## config.mk

```make
export PLATFORM = sky130hd
export DESIGN_NAME = cpu_load_logic_stack_unit_flat
export DESIGN_NICKNAME = d
export VERILOG_FILES = /design/src/design/clsu_pkg.sv /design/src/design/clsu_if.sv /design/src/design/clsu_exec.sv /design/src/design/cpu_load_logic_stack_unit.sv /design/src/flat_wrapper.sv
export SDC_FILE = /design/constraint.sdc
export NUM_CORES = 1
export LEC_CHECK = 0
export ABC_AREA = 1
export ABC_CLOCK_PERIOD_IN_PS = 4300
export BUFFER_PORTS_ARGS = -buffer_cell sky130_fd_sc_hd__clkbuf_2
export CAP_MARGIN = 20
export CORE_MARGIN = 4
export CORE_UTILIZATION = 30
export CTS_BUF_LIST = sky130_fd_sc_hd__clkbuf_16
export DETAILED_ROUTE_END_ITERATION = 8
export GPL_ROUTABILITY_DRIVEN = 0
export PLACE_DENSITY = 0.54
export SLEW_MARGIN = 20
export SYNTH_ARGS = -nofsm -noshare
export SYNTH_HDL_FRONTEND = slang
export SYNTH_SLANG_ARGS = --single-unit
```

## constraint.sdc

```tcl
create_clock -name i_clk -period 4.3 [get_ports i_clk]
set_clock_uncertainty 0.05 [all_clocks]
set_input_delay 1.075 -clock i_clk [delete_from_list [all_inputs] [get_ports i_clk]]
set_output_delay 1.075 -clock i_clk [all_outputs]
set_load 0.02 [all_outputs]
```

## src/design/clsu_pkg.sv

```systemverilog
// package: operation codes, request, result and register file types for the execute unit
`default_nettype none
package clsu_pkg;

    localparam logic [7:0] SP_RESET   = 8'hFD;
    localparam logic [7:0] STACK_PAGE = 8'h01;
    localparam logic [7:0] PUSH_MARK  = 8'h30;
    localparam int unsigned FLAG_N = 7;
    localparam int unsigned FLAG_V = 6;
    localparam int unsigned FLAG_Z = 1;

    typedef enum logic [4:0] {
        OP_NOP = 5'd0,
        OP_LDA = 5'd1,
        OP_LDX = 5'd2,
        OP_LDY = 5'd3,
        OP_STA = 5'd4,
        OP_STX = 5'd5,
        OP_STY = 5'd6,
        OP_TAX = 5'd7,
        OP_TAY = 5'd8,
        OP_TXA = 5'd9,
        OP_TYA = 5'd10,
        OP_TSX = 5'd11,
        OP_TXS = 5'd12,
        OP_PHA = 5'd13,
        OP_PHP = 5'd14,
        OP_PLA = 5'd15,
        OP_PLP = 5'd16,
        OP_AND = 5'd17,
        OP_EOR = 5'd18,
        OP_ORA = 5'd19,
        OP_BIT = 5'd20
    } t_op;

    typedef struct packed {
        logic [4:0]  req_type;
        logic [7:0]  operand_byte;
        logic [15:0] effective_address;
    } t_req;

    typedef struct packed {
        logic [7:0] acc;
        logic [7:0] idx_x;
        logic [7:0] idx_y;
        logic [7:0] sp;
        logic [7:0] status;
    } t_arch;

    typedef struct packed {
        logic        mem_write;
        logic [15:0] write_address;
        logic [7:0]  write_data;
        t_arch       regs;
    } t_rsp;

endpackage
`default_nettype wire

```

## src/design/clsu_if.sv

```systemverilog
// interfaces: request and result channels with valid/ready handshake
`default_nettype none
interface clsu_req_if;
    logic        valid;
    logic        ready;
    logic [4:0]  req_type;
    logic [7:0]  operand_byte;
    logic [15:0] effective_address;

    modport source(output valid, output req_type, output operand_byte,
                   output effective_address, input ready);
    modport sink(input valid, input req_type, input operand_byte,
                 input effective_address, output ready);
endinterface

interface clsu_rsp_if;
    logic        valid;
    logic        ready;
    logic        mem_write;
    logic [15:0] write_address;
    logic [7:0]  write_data;
    logic [7:0]  accumulator_out;
    logic [7:0]  index_x_out;
    logic [7:0]  index_y_out;
    logic [7:0]  stack_ptr_out;
    logic [7:0]  status_out;

    modport source(output valid, output mem_write, output write_address,
                   output write_data, output accumulator_out, output index_x_out,
                   output index_y_out, output stack_ptr_out, output status_out,
                   input ready);
    modport sink(input valid, input mem_write, input write_address,
                 input write_data, input accumulator_out, input index_x_out,
                 input index_y_out, input stack_ptr_out, input status_out,
                 output ready);
endinterface
`default_nettype wire

```

## src/design/clsu_exec.sv

```systemverilog
// execute logic: next register file, flags and memory write for one request
`default_nettype none
module clsu_exec (
    input  wire clsu_pkg::t_arch i_arch,
    input  wire clsu_pkg::t_req  i_req,
    output clsu_pkg::t_arch      o_arch,
    output clsu_pkg::t_rsp       o_rsp
);
    import clsu_pkg::*;

    t_arch      n_arch;
    logic       wr;
    logic [15:0] waddr;
    logic [7:0] wdata;
    logic       nz_upd;
    logic [7:0] nz_val;
    logic [7:0] m;

    assign m = i_req.operand_byte;

    always_comb begin
        n_arch = i_arch;
        wr     = 1'b0;
        waddr  = 16'h0000;
        wdata  = 8'h00;
        nz_upd = 1'b0;
        nz_val = 8'h00;
        case (t_op'(i_req.req_type))
            OP_LDA: begin
                n_arch.acc = m;
                nz_upd = 1'b1;
                nz_val = m;
            end
            OP_LDX: begin
                n_arch.idx_x = m;
                nz_upd = 1'b1;
                nz_val = m;
            end
            OP_LDY: begin
                n_arch.idx_y = m;
                nz_upd = 1'b1;
                nz_val = m;
            end
            OP_STA: begin
                wr = 1'b1;
                waddr = i_req.effective_address;
                wdata = i_arch.acc;
            end
            OP_STX: begin
                wr = 1'b1;
                waddr = i_req.effective_address;
                wdata = i_arch.idx_x;
            end
            OP_STY: begin
                wr = 1'b1;
                waddr = i_req.effective_address;
                wdata = i_arch.idx_y;
            end
            OP_TAX: begin
                n_arch.idx_x = i_arch.acc;
                nz_upd = 1'b1;
                nz_val = i_arch.acc;
            end
            OP_TAY: begin
                n_arch.idx_y = i_arch.acc;
                nz_upd = 1'b1;
                nz_val = i_arch.acc;
            end
            OP_TXA: begin
                n_arch.acc = i_arch.idx_x;
                nz_upd = 1'b1;
                nz_val = i_arch.idx_x;
            end
            OP_TYA: begin
                n_arch.acc = i_arch.idx_y;
                nz_upd = 1'b1;
                nz_val = i_arch.idx_y;
            end
            OP_TSX: begin
                n_arch.idx_x = i_arch.sp;
                nz_upd = 1'b1;
                nz_val = i_arch.sp;
            end
            OP_TXS: begin
                n_arch.sp = i_arch.idx_x;
            end
            OP_PHA: begin
                wr = 1'b1;
                waddr = {STACK_PAGE, i_arch.sp};
                wdata = i_arch.acc;
                n_arch.sp = i_arch.sp - 8'd1;
            end
            OP_PHP: begin
                wr = 1'b1;
                waddr = {STACK_PAGE, i_arch.sp};
                wdata = i_arch.status | PUSH_MARK;
                n_arch.sp = i_arch.sp - 8'd1;
            end
            OP_PLA: begin
                n_arch.sp = i_arch.sp + 8'd1;
                n_arch.acc = m;
                nz_upd = 1'b1;
                nz_val = m;
            end
            OP_PLP: begin
                n_arch.sp = i_arch.sp + 8'd1;
                n_arch.status = m & ~PUSH_MARK;
            end
            OP_AND: begin
                n_arch.acc = i_arch.acc & m;
                nz_upd = 1'b1;
                nz_val = i_arch.acc & m;
            end
            OP_EOR: begin
                n_arch.acc = i_arch.acc ^ m;
                nz_upd = 1'b1;
                nz_val = i_arch.acc ^ m;
            end
            OP_ORA: begin
                n_arch.acc = i_arch.acc | m;
                nz_upd = 1'b1;
                nz_val = i_arch.acc | m;
            end
            OP_BIT: begin
                n_arch.status[FLAG_N] = m[FLAG_N];
                n_arch.status[FLAG_V] = m[FLAG_V];
                n_arch.status[FLAG_Z] = ~|(i_arch.acc & m);
            end
            default: begin
            end
        endcase
        if (nz_upd) begin
            n_arch.status[FLAG_N] = nz_val[7];
            n_arch.status[FLAG_Z] = ~|nz_val;
        end
    end

    assign o_arch = n_arch;
    assign o_rsp  = '{mem_write: wr, write_address: waddr, write_data: wdata,
                      regs: n_arch};

endmodule
`default_nettype wire

```

## src/design/cpu_load_logic_stack_unit.sv

```systemverilog
// top level: execute unit for loads, stores, transfers, stack and logic operations
// - i_req carries one operation per request: req_type, operand_byte and
//   effective_address; for pulls operand_byte is the byte at the stack top
// - o_rsp returns one result per request: the memory write (address and data
//   are zero when mem_write is low) and all registers after the operation
// - a request accepted into the input register passes through the execute logic
//   into the result register, which drives o_rsp
// - throughput: one request per cycle if o_rsp is not stalled; the register file
//   updates as a request moves from the input register into the result register
// - when the receiver stalls, the result register holds and the input register
//   keeps one more request; i_req.ready falls only when both are full
// - reset clears both stages, a, x, y and status to zero and the stack
//   pointer to 0xFD
`default_nettype none
module cpu_load_logic_stack_unit (
    input  wire        i_clk,
    input  wire        i_rst_n,
    clsu_req_if.sink   i_req,
    clsu_rsp_if.source o_rsp
);
    import clsu_pkg::*;

    logic   r_in_valid;
    t_req   r_in;
    logic   r_out_valid;
    t_rsp   r_out;
    t_arch  r_arch;
    t_arch  n_arch;
    t_rsp   n_out;
    logic   out_free;
    logic   move;

    assign out_free    = !r_out_valid || o_rsp.ready;
    assign move        = r_in_valid && out_free;
    assign i_req.ready = !r_in_valid || out_free;

    clsu_exec u_exec (
        .i_arch(r_arch),
        .i_req (r_in),
        .o_arch(n_arch),
        .o_rsp (n_out)
    );

    always_ff @(posedge i_clk) begin
        if (!i_rst_n) begin
            r_in_valid <= 1'b0;
        end else if (i_req.valid && i_req.ready) begin
            r_in_valid <= 1'b1;
        end else if (move) begin
            r_in_valid <= 1'b0;
        end
    end

    always_ff @(posedge i_clk) begin
        if (i_req.valid && i_req.ready) begin
            r_in <= '{req_type: i_req.req_type, operand_byte: i_req.operand_byte,
                      effective_address: i_req.effective_address};
        end
    end

    always_ff @(posedge i_clk) begin
        if (!i_rst_n) begin
            r_arch <= '{acc: 8'h00, idx_x: 8'h00, idx_y: 8'h00, sp: SP_RESET,
                        status: 8'h00};
        end else if (move) begin
            r_arch <= n_arch;
        end
    end

    always_ff @(posedge i_clk) begin
        if (!i_rst_n) begin
            r_out_valid <= 1'b0;
        end else if (out_free) begin
            r_out_valid <= r_in_valid;
        end
    end

    always_ff @(posedge i_clk) begin
        if (move) begin
            r_out <= n_out;
        end
    end

    assign o_rsp.valid           = r_out_valid;
    assign o_rsp.mem_write       = r_out.mem_write;
    assign o_rsp.write_address   = r_out.write_address;
    assign o_rsp.write_data      = r_out.write_data;
    assign o_rsp.accumulator_out = r_out.regs.acc;
    assign o_rsp.index_x_out     = r_out.regs.idx_x;
    assign o_rsp.index_y_out     = r_out.regs.idx_y;
    assign o_rsp.stack_ptr_out   = r_out.regs.sp;
    assign o_rsp.status_out      = r_out.regs.status;

    a_move_fills_out: assert property (@(posedge i_clk) disable iff (!i_rst_n)
        move |=> r_out_valid)
        else $error("result register not loaded after move");

    a_in_holds: assert property (@(posedge i_clk) disable iff (!i_rst_n)
        r_in_valid && !out_free |=> r_in_valid && $stable(r_in))
        else $error("input register lost a pending request");

    a_push_dec: assert property (@(posedge i_clk) disable iff (!i_rst_n)
        move && (r_in.req_type == OP_PHA || r_in.req_type == OP_PHP)
        |=> (r_out.regs.sp == $past(r_arch.sp) - 8'd1) && r_out.mem_write)
        else $error("push did not decrement stack pointer");

    a_status_mark: assert property (@(posedge i_clk) disable iff (!i_rst_n)
        move |=> r_arch.status[5:4] == 2'b00 && r_out.regs == r_arch)
        else $error("result registers disagree with register file");

endmodule
`default_nettype wire
```

## src/flat_wrapper.sv

```systemverilog
// flat-port wrapper written by rule: the top's interface ports become plain ports
module cpu_load_logic_stack_unit_flat import clsu_pkg::*;
  (i_clk, i_rst_n, i_req_valid, i_req_req_type, i_req_operand_byte, i_req_effective_address, i_req_ready, o_rsp_valid, o_rsp_mem_write, o_rsp_write_address, o_rsp_write_data, o_rsp_accumulator_out, o_rsp_index_x_out, o_rsp_index_y_out, o_rsp_stack_ptr_out, o_rsp_status_out, o_rsp_ready);
  clsu_req_if i_req_i ();
  clsu_rsp_if o_rsp_i ();
  input  wire i_clk;
  input  wire i_rst_n;
  input wire logic [$bits(i_req_i.valid)-1:0] i_req_valid;
  input wire logic [$bits(i_req_i.req_type)-1:0] i_req_req_type;
  input wire logic [$bits(i_req_i.operand_byte)-1:0] i_req_operand_byte;
  input wire logic [$bits(i_req_i.effective_address)-1:0] i_req_effective_address;
  output wire logic [$bits(i_req_i.ready)-1:0] i_req_ready;
  output wire logic [$bits(o_rsp_i.valid)-1:0] o_rsp_valid;
  output wire logic [$bits(o_rsp_i.mem_write)-1:0] o_rsp_mem_write;
  output wire logic [$bits(o_rsp_i.write_address)-1:0] o_rsp_write_address;
  output wire logic [$bits(o_rsp_i.write_data)-1:0] o_rsp_write_data;
  output wire logic [$bits(o_rsp_i.accumulator_out)-1:0] o_rsp_accumulator_out;
  output wire logic [$bits(o_rsp_i.index_x_out)-1:0] o_rsp_index_x_out;
  output wire logic [$bits(o_rsp_i.index_y_out)-1:0] o_rsp_index_y_out;
  output wire logic [$bits(o_rsp_i.stack_ptr_out)-1:0] o_rsp_stack_ptr_out;
  output wire logic [$bits(o_rsp_i.status_out)-1:0] o_rsp_status_out;
  input wire logic [$bits(o_rsp_i.ready)-1:0] o_rsp_ready;
  assign i_req_i.valid = i_req_valid;
  assign i_req_i.req_type = i_req_req_type;
  assign i_req_i.operand_byte = i_req_operand_byte;
  assign i_req_i.effective_address = i_req_effective_address;
  assign i_req_ready = i_req_i.ready;
  assign o_rsp_valid = o_rsp_i.valid;
  assign o_rsp_mem_write = o_rsp_i.mem_write;
  assign o_rsp_write_address = o_rsp_i.write_address;
  assign o_rsp_write_data = o_rsp_i.write_data;
  assign o_rsp_accumulator_out = o_rsp_i.accumulator_out;
  assign o_rsp_index_x_out = o_rsp_i.index_x_out;
  assign o_rsp_index_y_out = o_rsp_i.index_y_out;
  assign o_rsp_stack_ptr_out = o_rsp_i.stack_ptr_out;
  assign o_rsp_status_out = o_rsp_i.status_out;
  assign o_rsp_i.ready = o_rsp_ready;
  cpu_load_logic_stack_unit u_core (.i_clk(i_clk), .i_rst_n(i_rst_n), .i_req(i_req_i), .o_rsp(o_rsp_i));
endmodule
```

======== Word-level counts from Yosys, hierarchy flattened ========
Cells that the tools add are included.
operators by class
  add/sub/neg operators ................... 2
  eq/ne operators ......................... 20
  multiplexer cells ....................... 17
  bitwise operators ....................... 3
  reductions and logical operators ........ 21
operator list
  operator             count
  $pmux 8 s8           1
  $pmux 8 s3           2
  $pmux 8 s6           1
  $eq 5x4->1 const B   8
  $pmux 16 s2          1
  $pmux 8 s4           1
  $eq 5x5->1 const B   5
  $eq 5x3->1 const B   4
  $pmux 8 s2           1
  $reduce_or 8->1      2
  $reduce_or 12->1     1
  $reduce_or 2->1      6
  $eq 5x2->1 const B   2
  $add 8x1->8 const B  1
  $and 8x8->8          1
  $or 8x8->8           1
  $sub 8x1->8 const B  1
  $xor 8x8->8          1
  $mux 1               7
  $eq 5x1->1 const B   1
  $reduce_or 5->1      1
  $logic_not 1->1      4
  $mux 4               1
  $reduce_or 4->1      1
  other kinds (6)      8
storage, ports and cells
  bits in registers ....................... 136
  output and inout port bits .............. 67
  word-level logic and storage cells ...... 81

======== Logic depth before layout (Yosys ltp) ========
Gate-level depths: netlist of the first run.
  word-level depth ........................ 6
  gate-level depth with buffers ........... 17
  mapped depth without buffers ............ 17

======== Modules after synthesis ========
From an unflattened synthesis of the first run, not the netlist that was laid out.
second synthesis, totals
  cells, all modules ...................... 845
  area total of the unflattened synthesis .. 7277.0 sq um
by module, submodules not included
  module                     instances  cells an instance  area an instance (sq um)  sequential area each (sq um)
  cpu_load_logic_stack_unit  1          354                4636.9                    3663.5
  clsu_exec                  1          491                2640.0                    0.0

======== Least setup slack after synthesis of the first run ========
Ideal clock, no wire load.
  path type ............................... input to register
  start ................................... input port o_rsp_ready
  end ..................................... register u_core.r_out, in the netlist u_core.o_rsp.accumulator_out[0], enable pin
  setup time .............................. 0.454 ns
  data arrival time ....................... 3.391 ns
  required time ........................... 3.796 ns
  path slack .............................. 0.404 ns
  stages on the path ...................... 5
  buffers on the path ..................... 1
  cell sequence ........................... inv_1 -> nand2_1 -> nand2_1 -> inv_1 -> clkbuf_1
between the ends
  longest elaborated chain between the ends .. 2
RTL lines
  element               RTL line                         RTL
  from (decl)           flat_wrapper.sv:22               input wire logic [$bits(o_rsp_i.ready)-1:0] o_rsp_ready;
  $logic_or 1x1->1      cpu_load_logic_stack_unit.sv:33  assign out_free = !r_out_valid || o_rsp.ready;
  $logic_and 1x1->1     cpu_load_logic_stack_unit.sv:34  assign move = r_in_valid && out_free;
  via u_core.move       cpu_load_logic_stack_unit.sv:31  logic move;
  to (signal assigned)  cpu_load_logic_stack_unit.sv:80  r_out <= n_out;
  to (decl)             cpu_load_logic_stack_unit.sv:26  t_rsp r_out;
The timed path passes the listed nets, and every way through them passes these cells.
A chain may end at the register's enable or synchronous reset.

==> flow_summary.toml, run 1 <==
[run_status]
status = "finished, final reports clean"

[detailed_routing]
avgViaCountPerCell = 4.90
num_vias = 5603
dr.pass1.iters = 5
drc = 0
first_iter_violations = 421
routedWlPerCell_um = 17.1
drtAntennaViolNets = 0
wl_um = 19500

[clock_tree]
cts_max_level = 4
cts_tree = "built"
clkLatencyLatePin_ns = 0.43
clockBufferDepth = 2
cts_resized = 0
cts_sinks = 136
post_cts_buffers = 0
cts-buffers-inserted = 17
root_buffer = "clkbuf_16"
path_clk_slew_ns = 0.06
cts.hold.buffers_added = 0

[die]
die_area_um2 = 24700
start_util = 0.305
die_h_um = 157
coreArea_um2 = 21800
io_pins = 100
row_count = 54
die_x_um = 157

[synth]
syn_inst = 744
syn_area_per_cell_um2 = 8.96
ys_types = 38
synth-seq-cells = 136
ys_warn_count = 0
ys_seq_area_frac = 0.550
syn_area_um2 = 6660
synth_nets = 800

[global_route]
grt_pass1_wl_um = 30000
grt_usage = 0.161
first_global_vias = 5294
overflow = 0
grt_max_degree = 59
antenna_found_initial = 0

[timing]
tightest_slew_ns = 0.904
finalSetupTns_ns = 0
rsz0062_at_grt = "no"
final-setup-viol-count = 0
hold_violations = 0
layout_setup_ws_ns = 1.05
relSlewSlack = 0.393
fmax_ghz = 0.308
final_max_slew_viol_count = 0
fin_crit_ns = 3.25
fin_crit_sh = 0.756

[power]
powerDensity_nw_per_um2 = 416
leakage_nw = 3.57
ir_worst_vdd_mv = 0.272

[setup_path]
end_kind = "flop"
path_cells = "inv_2, nor2_1, nand2_2, nand2_2, inv_1, ha_1, nand3_1, nand2_1, nand2_1, nand2_1, a21oi_1, or2_2, nand3_1, nand3_1"
required_ns = 4.42
slowest_delay_ns = 0.72
critical_path.max_fanout = 14
arrival_ns = 3.37
start_kind = "flop"
crit_path_top_delay_cell = "edfxtp_1"
crit_type = "flop to flop"

[placement]
place_ws_ns = 1.11
dp.cells = 1112
portBuffers = 99
hpwl_um = 14300
postPlaceCellArea_um2 = 7490

[min_path]
hold_class = "flop to flop"

[cells_and_area]
nets = 907
fin_area_um2 = 8070
area_delta_synth_final_pct = 21.1
final_common_cell = "nand2_1"
instances_no_fill = 1144
n_antenna_cell = 0
final_cell_mix = "nand2_1, inv_1, clkbuf_2"
layout-drive-gt1-share = 0.188
nFillCells = 2254

[flow_run]
cap_viol_max_count = 0
-- flip-flops by register name (all words and copies together) (netlist names) --
signal,flops
u_core.r_arch,40
u_core.r_in,29
u_core.o_rsp.write_address,16
u_core.o_rsp.accumulator_out,8
u_core.o_rsp.index_x_out,8
u_core.o_rsp.index_y_out,8
u_core.o_rsp.stack_ptr_out,8
u_core.o_rsp.status_out,8
u_core.o_rsp.write_data,8
u_core.o_rsp.mem_write,1
u_core.o_rsp.valid,1
u_core.r_in_valid,1
-- worst max-delay path: cells and delay by family (launching register included) --
kind / cells / cell delay [ns]
AOI/OAI and AO/OA: 1 / 0.07
adders and majority gates: 1 / 0.38
buffers and inverters: 2 / 0.28
DFF: 1 / 0.72
and+or+nand+nor: 10 / 1.50
-- cell usage after synthesis --
cell,number,area (um^2)
a211oi_1,3,22.5
a21boi_0,2,15.0
a21oi_1,41,205
a22oi_1,2,15.0
a31oi_1,6,37.5
a32o_1,2,20.0
buf_2,3,15.0
buf_4,1,7.51
clkbuf_1,11,41.3
clkinv_1,2,7.51
dfxtp_1,42,841
edfxtp_1,94,2820
fa_1,1,20.0
ha_1,22,275
inv_1,109,409
inv_2,5,18.8
nand2_1,170,638
nand2_2,6,37.5
nand3_1,44,220
nand4_1,6,37.5
nor2_1,58,218
nor2_2,6,37.5
nor2_4,4,45.0
nor3_1,8,40.0
nor3_2,2,20.0
nor3_4,1,16.3
nor4_1,2,12.5
o2111ai_1,11,96.3
o211ai_1,3,22.5
o211ai_2,1,12.5
o21a_1,1,7.51
o21ai_0,47,235
o21ai_1,11,55.1
o221ai_1,8,70.1
o221ai_2,1,15.0
o22ai_1,4,25.0
or2_2,3,18.8
xor2_1,1,8.76
-- final timing paths --
kind	from	end	slack (ns)	cells after the start
worst max-delay path	u_core.r_in[28]$_DFFE_PP_	u_core.o_rsp.stack_ptr_out[5]$_DFFE_PP_	1.05	14
worst min-delay path	u_core.r_arch[4]$_SDFFE_PN0P_	u_core.r_arch[4]$_SDFFE_PN0P_	0.38	2
worst max register to register	u_core.r_in[28]$_DFFE_PP_	u_core.o_rsp.stack_ptr_out[5]$_DFFE_PP_	1.05	14
worst min register to register	u_core.r_arch[4]$_SDFFE_PN0P_	u_core.r_arch[4]$_SDFFE_PN0P_	0.38	2
-- power breakdown --
part           internal [mW]  leakage, nW  switching, mW
clock                  0.854        0.285          0.580
sequential              1.49         1.24         0.0628
combinational          0.114         2.04          0.258
-- metal layers --
layer	track usage	vias to the layer above	part of all wire
li1	-	2744	-
met1	0.216	2580	0.45
met2	0.250	226	0.45
met3	0.0440	53	0.073
met4	0.0602	0	0.028
met5	0	-	0
-- metrics by stage --
stage          total power, mW  utilization  hold WS (ns)
2_1_floorplan             1.81            -         0.365
3_5_place_dp              1.95        0.343         0.377
5_1_grt                   3.50        0.370         0.407
6_report                  3.36        0.370         0.384
4_1_cts                   3.39        0.370         0.385
3_3_place_gp              1.95        0.343         0.372
-- layout make-up --
cell class	count	area (um^2)	area share
clock buffer	17	425	0.0527
clock inverter	15	153	0.0189
inverter	116	437	0.0541
multi-input combinational	477	2500	0.310
sequential	136	3660	0.454
tap	280	350	0.0434
timing repair buffer	103	538	0.0667
-- cell families after synthesis --
| logic type | count (synthesis) | synth area share |
|---|---|---|
| compound gates | 143 | 0.128 |
| xor+xnor | 1 | 0.00131 |
| fa+ha+maj | 23 | 0.0443 |
| buf+inv | 131 | 0.0749 |
| flops | 136 | 0.550 |
| simple gates | 310 | 0.201 |
No activity file was read; power rests on OpenSTA's default activity.
==> run 2, diff against run 1 <==
ABC_AREA = 0   (was 1)
ABC_CLOCK_PERIOD_IN_PS = 2620   (was 4300)
PLACE_DENSITY = 0.56   (was 0.54)
clock period = 2.62 ns   (was 4.3 ns; I/O delays follow)
==> flow_summary.toml, run 2 <==
[run_status]
status = "finished, violations left"
violations = "setup timing"

[clock_tree]
cts_max_level = 4
cts_sinks = 136
cts.hold.buffers_added = 0
cts_tree = "built"
clkLatencyLatePin_ns = 0.43
clockBufferDepth = 2
cts-buffers-inserted = 17
path_clk_slew_ns = 0.06
root_buffer = "clkbuf_16"

[die]
start_util = 0.308
die_x_um = 158
io_pins = 100
die_area_um2 = 25100
coreArea_um2 = 22000
row_count = 54
die_h_um = 158

[timing]
tightest_slew_ns = 0.694
final_max_slew_viol_count = 0
relSlewSlack = 0.535
fin_crit_ns = 2.71
final-setup-viol-count = 5
fmax_ghz = 0.369
fin_crit_sh = 1.03
hold_violations = 0
rsz0062_at_grt = "yes"
layout_setup_ws_ns = -0.0910

[global_route]
overflow = 0
grt_pass1_wl_um = 31500
grt_max_degree = 41
first_global_vias = 5309
grt_usage = 0.166
antenna_found_initial = 0

[synth]
synthSimpleGateAreaFrac = 0.172
ys_warn_count = 0
synthArstFlopShare = 0
syn_area_um2 = 6780
synth_common_cells = "edfxtp_1, nand2_1, dfxtp_1"
yosysTopAreaCell = "edfxtp_1"
ys.flop_type = "edfxtp_1"
synth_area_leaders = "edfxtp_1, dfxtp_1, ha_1, nand2_1, a221o_1"
synth_nets = 677
syn_inst = 621
synthMostInstantiatedCell = "edfxtp_1"
synth_xor_area_frac = 0.00775
ys_types = 69
synthAdderAreaFrac = 0.0436
synth_top_family_by_area = "compound AO/OA/AOI/OAI gates"
synth.top_cell.area_share = 0.416
synth-seq-cells = 136
synth_edf_count = 94
ys_seq_area_frac = 0.541
muxShareOfSynthArea = 0.0242
syn_area_per_cell_um2 = 10.9
synth-compound-area-share = 0.174

[power]
combPwrFrac = 0.120
pwr-share-seq = 0.449
internal_power_mw = 4.06
switchingPower_mw = 1.42
ir_worst_vdd_mv = 0.392
powerDensity_nw_per_um2 = 636
leakage_nw = 3.47
switching_share = 0.259
clkPwrFrac = 0.431
p_total_mw = 5.47

[cells_and_area]
nets = 819
area_delta_synth_final_pct = 26.9
final_cell_mix = "clkbuf_2, edfxtp_1, nand2_1"
largest_reg_flops = 40
layout-drive-gt1-share = 0.296
n_antenna_cell = 0
final_common_cell = "clkbuf_2"
instances_no_fill = 1056
top_register = "u_core.r_arch"

[setup_path]
slowest_delay_ns = 0.45
path_cells = "or3b_4, nor2_8, nor2_4, fa_2, a21o_1, a21oi_2, nor4_1, nor4_1, a21o_1, nand2_1"
required_ns = 2.74
crit_type = "flop to flop"
reg2reg_slack_ns = -0.09
start_kind = "flop"
end_kind = "flop"
crit_buf_inv = 0
crit_path_top_delay_cell = "or3b_4"
arrival_ns = 2.83
critical_path.max_fanout = 8
crit_family = "simple AND/OR/NAND/NOR gates"

[detailed_routing]
routedWlPerCell_um = 19.5
drc = 0
dr.pass1.iters = 5
wl_um = 20600
drtAntennaViolNets = 0
num_vias = 5580
first_iter_violations = 611
avgViaCountPerCell = 5.28

[flow_run]
cap_viol_max_count = 0

[placement]
dp.cells = 1022
place_ws_ns = -0.0918
portBuffers = 99
hpwl_um = 14800

[min_path]
hold_class = "input pin to flop"
run 2: cell types whose count changed after synthesis, sizes merged, moves of 15 or more:
cell   delta
nand2   -105
nor3     +26
a221o    +21
nand3    -31
inv      -91
and2     +17
o21ai    -37
a22oi    +15
nor2     -28
run 2: metal layers:
layer,up-vias,wire [um],share of wire,global-route usage
met4,0,409,0.020,0.0556
met3,31,1620,0.079,0.0334
met5,-,0,0,0
met2,246,9280,0.45,0.256
li1,2628,-,-,-
met1,2675,9250,0.45,0.233
run 2: final cells by class:
class	count	area [um^2]
multi-input combinational	428	2960
sequential	136	3660
fill	2199	13400
inverter	25	95.1
tap	280	350
timing repair buffer	155	957
clock inverter	15	155
clock buffer	17	425
run 2: repair_timing:
item / 4_1_cts / 5_1_grt
gates resized for setup: 3 / 12
gates cloned: 0 / 0
pin swaps: 1 / 5
setup endpoints to repair: 6 / 29
setup buffers: 0 / 2
run 2: cells by family after synthesis:
group,Yosys count
multiplexers,15
buffers and inverters,57
AND/OR/NAND/NOR,226
adder cells (fa/ha/maj),23
flip-flops,136
AO/OA/AOI/OAI,158
XOR/XNOR,6
run 2: stage by stage:
step	utilization	area (um^2)	hold WS [ns]	TNS, ns
4_1_cts	0.387	8520	0.329	-0.0382
3_5_place_dp	0.360	7930	0.412	-0.197
3_3_place_gp	0.360	7930	0.406	-0.0341
5_1_grt	0.391	8600	0.336	-1.10
2_1_floorplan	-	6800	0.394	-0.417
6_report	0.391	8600	0.350	-0.283
run 2: final timing paths:
check                                     start                                 endpoint  cells after the start
setup / recovery      u_core.r_in[27]$_DFFE_PP_  u_core.o_rsp.stack_ptr_out[6]$_DFFE_PP_                     10
hold / removal      i_req_effective_address[10]                u_core.r_in[10]$_DFFE_PP_                      1
setup reg to reg      u_core.r_in[27]$_DFFE_PP_  u_core.o_rsp.stack_ptr_out[6]$_DFFE_PP_                     10
hold reg to reg   u_core.r_arch[5]$_SDFFE_PN0P_            u_core.r_arch[5]$_SDFFE_PN0P_                      1
run 2: power by group through the flow:
stage	combinational [mW]	sequential, mW	clock, mW
2_1_floorplan	0.321	2.56	0
3_3_place_gp	0.625	2.50	0
3_5_place_dp	0.627	2.50	0
4_1_cts	0.633	2.46	2.42
5_1_grt	0.710	2.47	2.52
6_report	0.655	2.46	2.36
==> run 3, diff against run 2 <==
CTS_BUF_LIST = unset   (was sky130_fd_sc_hd__clkbuf_16)
PLACE_DENSITY = 0.49   (was 0.56)
==> flow_summary.toml, run 3 (synthesis gave the netlist of run 2 again) <==
[detailed_routing]
first_iter_violations = 614
drtAntennaViolNets = 0
drc = 0
wl_um = 21800
routedWlPerCell_um = 20.5
avgViaCountPerCell = 5.40
num_vias = 5752
dr.pass1.iters = 5

[setup_path]
required_ns = 2.72
crit-reg2reg-capture = "u_core.o_rsp.stack_ptr_out[7]$_DFFE_PP_"
end_kind = "flop"
r2r_cells = 11
arrival_ns = 2.84
start_kind = "flop"
crit_type = "flop to flop"
critical_path.max_fanout = 8
reg2reg_slack_ns = -0.12
rr_startpoint = "u_core.r_in[27]$_DFFE_PP_"

[power]
ir_worst_vdd_mv = 0.382
leakage_nw = 3.52
powerDensity_nw_per_um2 = 616

[cells_and_area]
layout-drive-gt1-share = 0.312
final_common_cell = "clkbuf_2"
n_antenna_cell = 0
utilization = 0.397
final_cell_mix = "clkbuf_2, edfxtp_1, nand2_1"
nets = 829
top_register = "u_core.r_arch"
area_delta_synth_final_pct = 29.0
fin_area_um2 = 8740
largest_reg_flops = 40

[timing]
final-setup-viol-count = 6
fin_crit_ns = 2.74
rsz0062_at_grt = "yes"
final_max_slew_viol_count = 0
finalSetupTns_ns = -0.384
relSlewSlack = 0.525
layout_setup_ws_ns = -0.119
fmax_ghz = 0.365
hold_violations = 0
tightest_slew_ns = 0.709
fin_crit_sh = 1.05

[placement]
hpwl_um = 15900
portBuffers = 99
postPlaceCellArea_um2 = 7910
place_ws_ns = -0.152

[global_route]
first_global_vias = 5688
antenna_found_initial = 1
overflow = 0
grt_usage = 0.175
grt_max_degree = 75
grt_pass1_wl_um = 33600

[clock_tree]
cts_max_level = 4
path_clk_slew_ns = 0.06
clockBufferDepth = 2
cts_tree = "built"
root_buffer = "clkbuf_16"
cts-buffers-inserted = 17
cts_sinks = 136
clkLatencyLatePin_ns = 0.42

[flow_run]
cap_viol_max_count = 0

[min_path]
min_from = "i_req_operand_byte[0]"
holdPathStages = 1
hold_class = "input pin to flop"
holdPathEnd = "u_core.r_in[16]$_DFFE_PP_"

[run_status]
violations = "setup timing"
status = "finished, violations left"

[die]
die_area_um2 = 25100
start_util = 0.308
coreArea_um2 = 22000
row_count = 54
die_x_um = 158
die_h_um = 158
io_pins = 100
-- run 3: cell count changes in the layout (fill, tap and decap cells not counted), sizes merged --
cell	delta
buf	+9
bufinv	-1
clkbuf	+8
clkinv	-4
clkinvlp	-1
inv	-1
-- run 3: worst max-delay path, stage by stage, from the launching register on --
cell and delay [ns]:
edfxtp_1 0.44, buf_12 0.16, nand3b_1 0.15, nor2_4 0.07, nor2_4 0.32, ha_4 0.24
o21ai_1 0.13, nor2_1 0.26, o22ai_4 0.14, and2_1 0.18, mux2i_1 0.19, nand3_1 0.13
-- run 3: layer usage --
layer | global-route usage | part of all wire | vias up
met4 | 0.0581 | 0.023 | 2
li1 | - | - | 2645
met2 | 0.280 | 0.47 | 275
met5 | 0 | 0.00041 | -
met1 | 0.239 | 0.44 | 2788
met3 | 0.0359 | 0.073 | 42
-- run 3: area by class of cell --
type | instances | area, um^2
Timing Repair Buffer | 165 | 1050
Fill cell | 2129 | 13300
Inverter | 25 | 95.1
Tap cell | 280 | 350
Sequential cell | 136 | 3660
Clock buffer | 24 | 472
Multi-Input combinational cell | 428 | 3040
Clock inverter | 8 | 70.1
-- run 3: stage by stage --
stage	hold WS [ns]	power (mW)	std cells
2_1_floorplan	0.394	2.88	621
3_3_place_gp	0.414	3.12	1022
3_5_place_dp	0.416	3.13	1022
4_1_cts	0.350	5.38	1057
5_1_grt	0.346	5.60	1066
6_report	0.361	5.39	1066
-- run 3: worst max path at each step --
stage                                                          to  slack, ns                       from
after global placement    u_core.o_rsp.stack_ptr_out[6]$_DFFE_PP_      -0.02  u_core.r_in[27]$_DFFE_PP_
after CTS                 u_core.o_rsp.stack_ptr_out[6]$_DFFE_PP_      -0.06  u_core.r_in[26]$_DFFE_PP_
final                     u_core.o_rsp.stack_ptr_out[7]$_DFFE_PP_      -0.12  u_core.r_in[27]$_DFFE_PP_
after floorplan           u_core.o_rsp.stack_ptr_out[6]$_DFFE_PP_      -0.16  u_core.r_in[26]$_DFFE_PP_
after detailed placement  u_core.o_rsp.stack_ptr_out[6]$_DFFE_PP_      -0.15  u_core.r_in[27]$_DFFE_PP_
after global routing      u_core.o_rsp.stack_ptr_out[6]$_DFFE_PP_      -0.22  u_core.r_in[26]$_DFFE_PP_
-- run 3: power by group --
group / internal [mW] / total [mW] / switching (mW)
clock network: 1.35 / 2.23 / 0.880
logic: 0.272 / 0.696 / 0.424
registers: 2.40 / 2.47 / 0.0624
total: 4.02 / 5.39 / 1.37
-- run 3: what timing repair did --
item,in CTS,in global routing
pin swaps,5,9
setup endpoints to repair,6,13
resized for setup,12,20
setup buffers,3,8
hold buffers,0,0
endpoints found under the hold margin,0,0
cloned,0,1
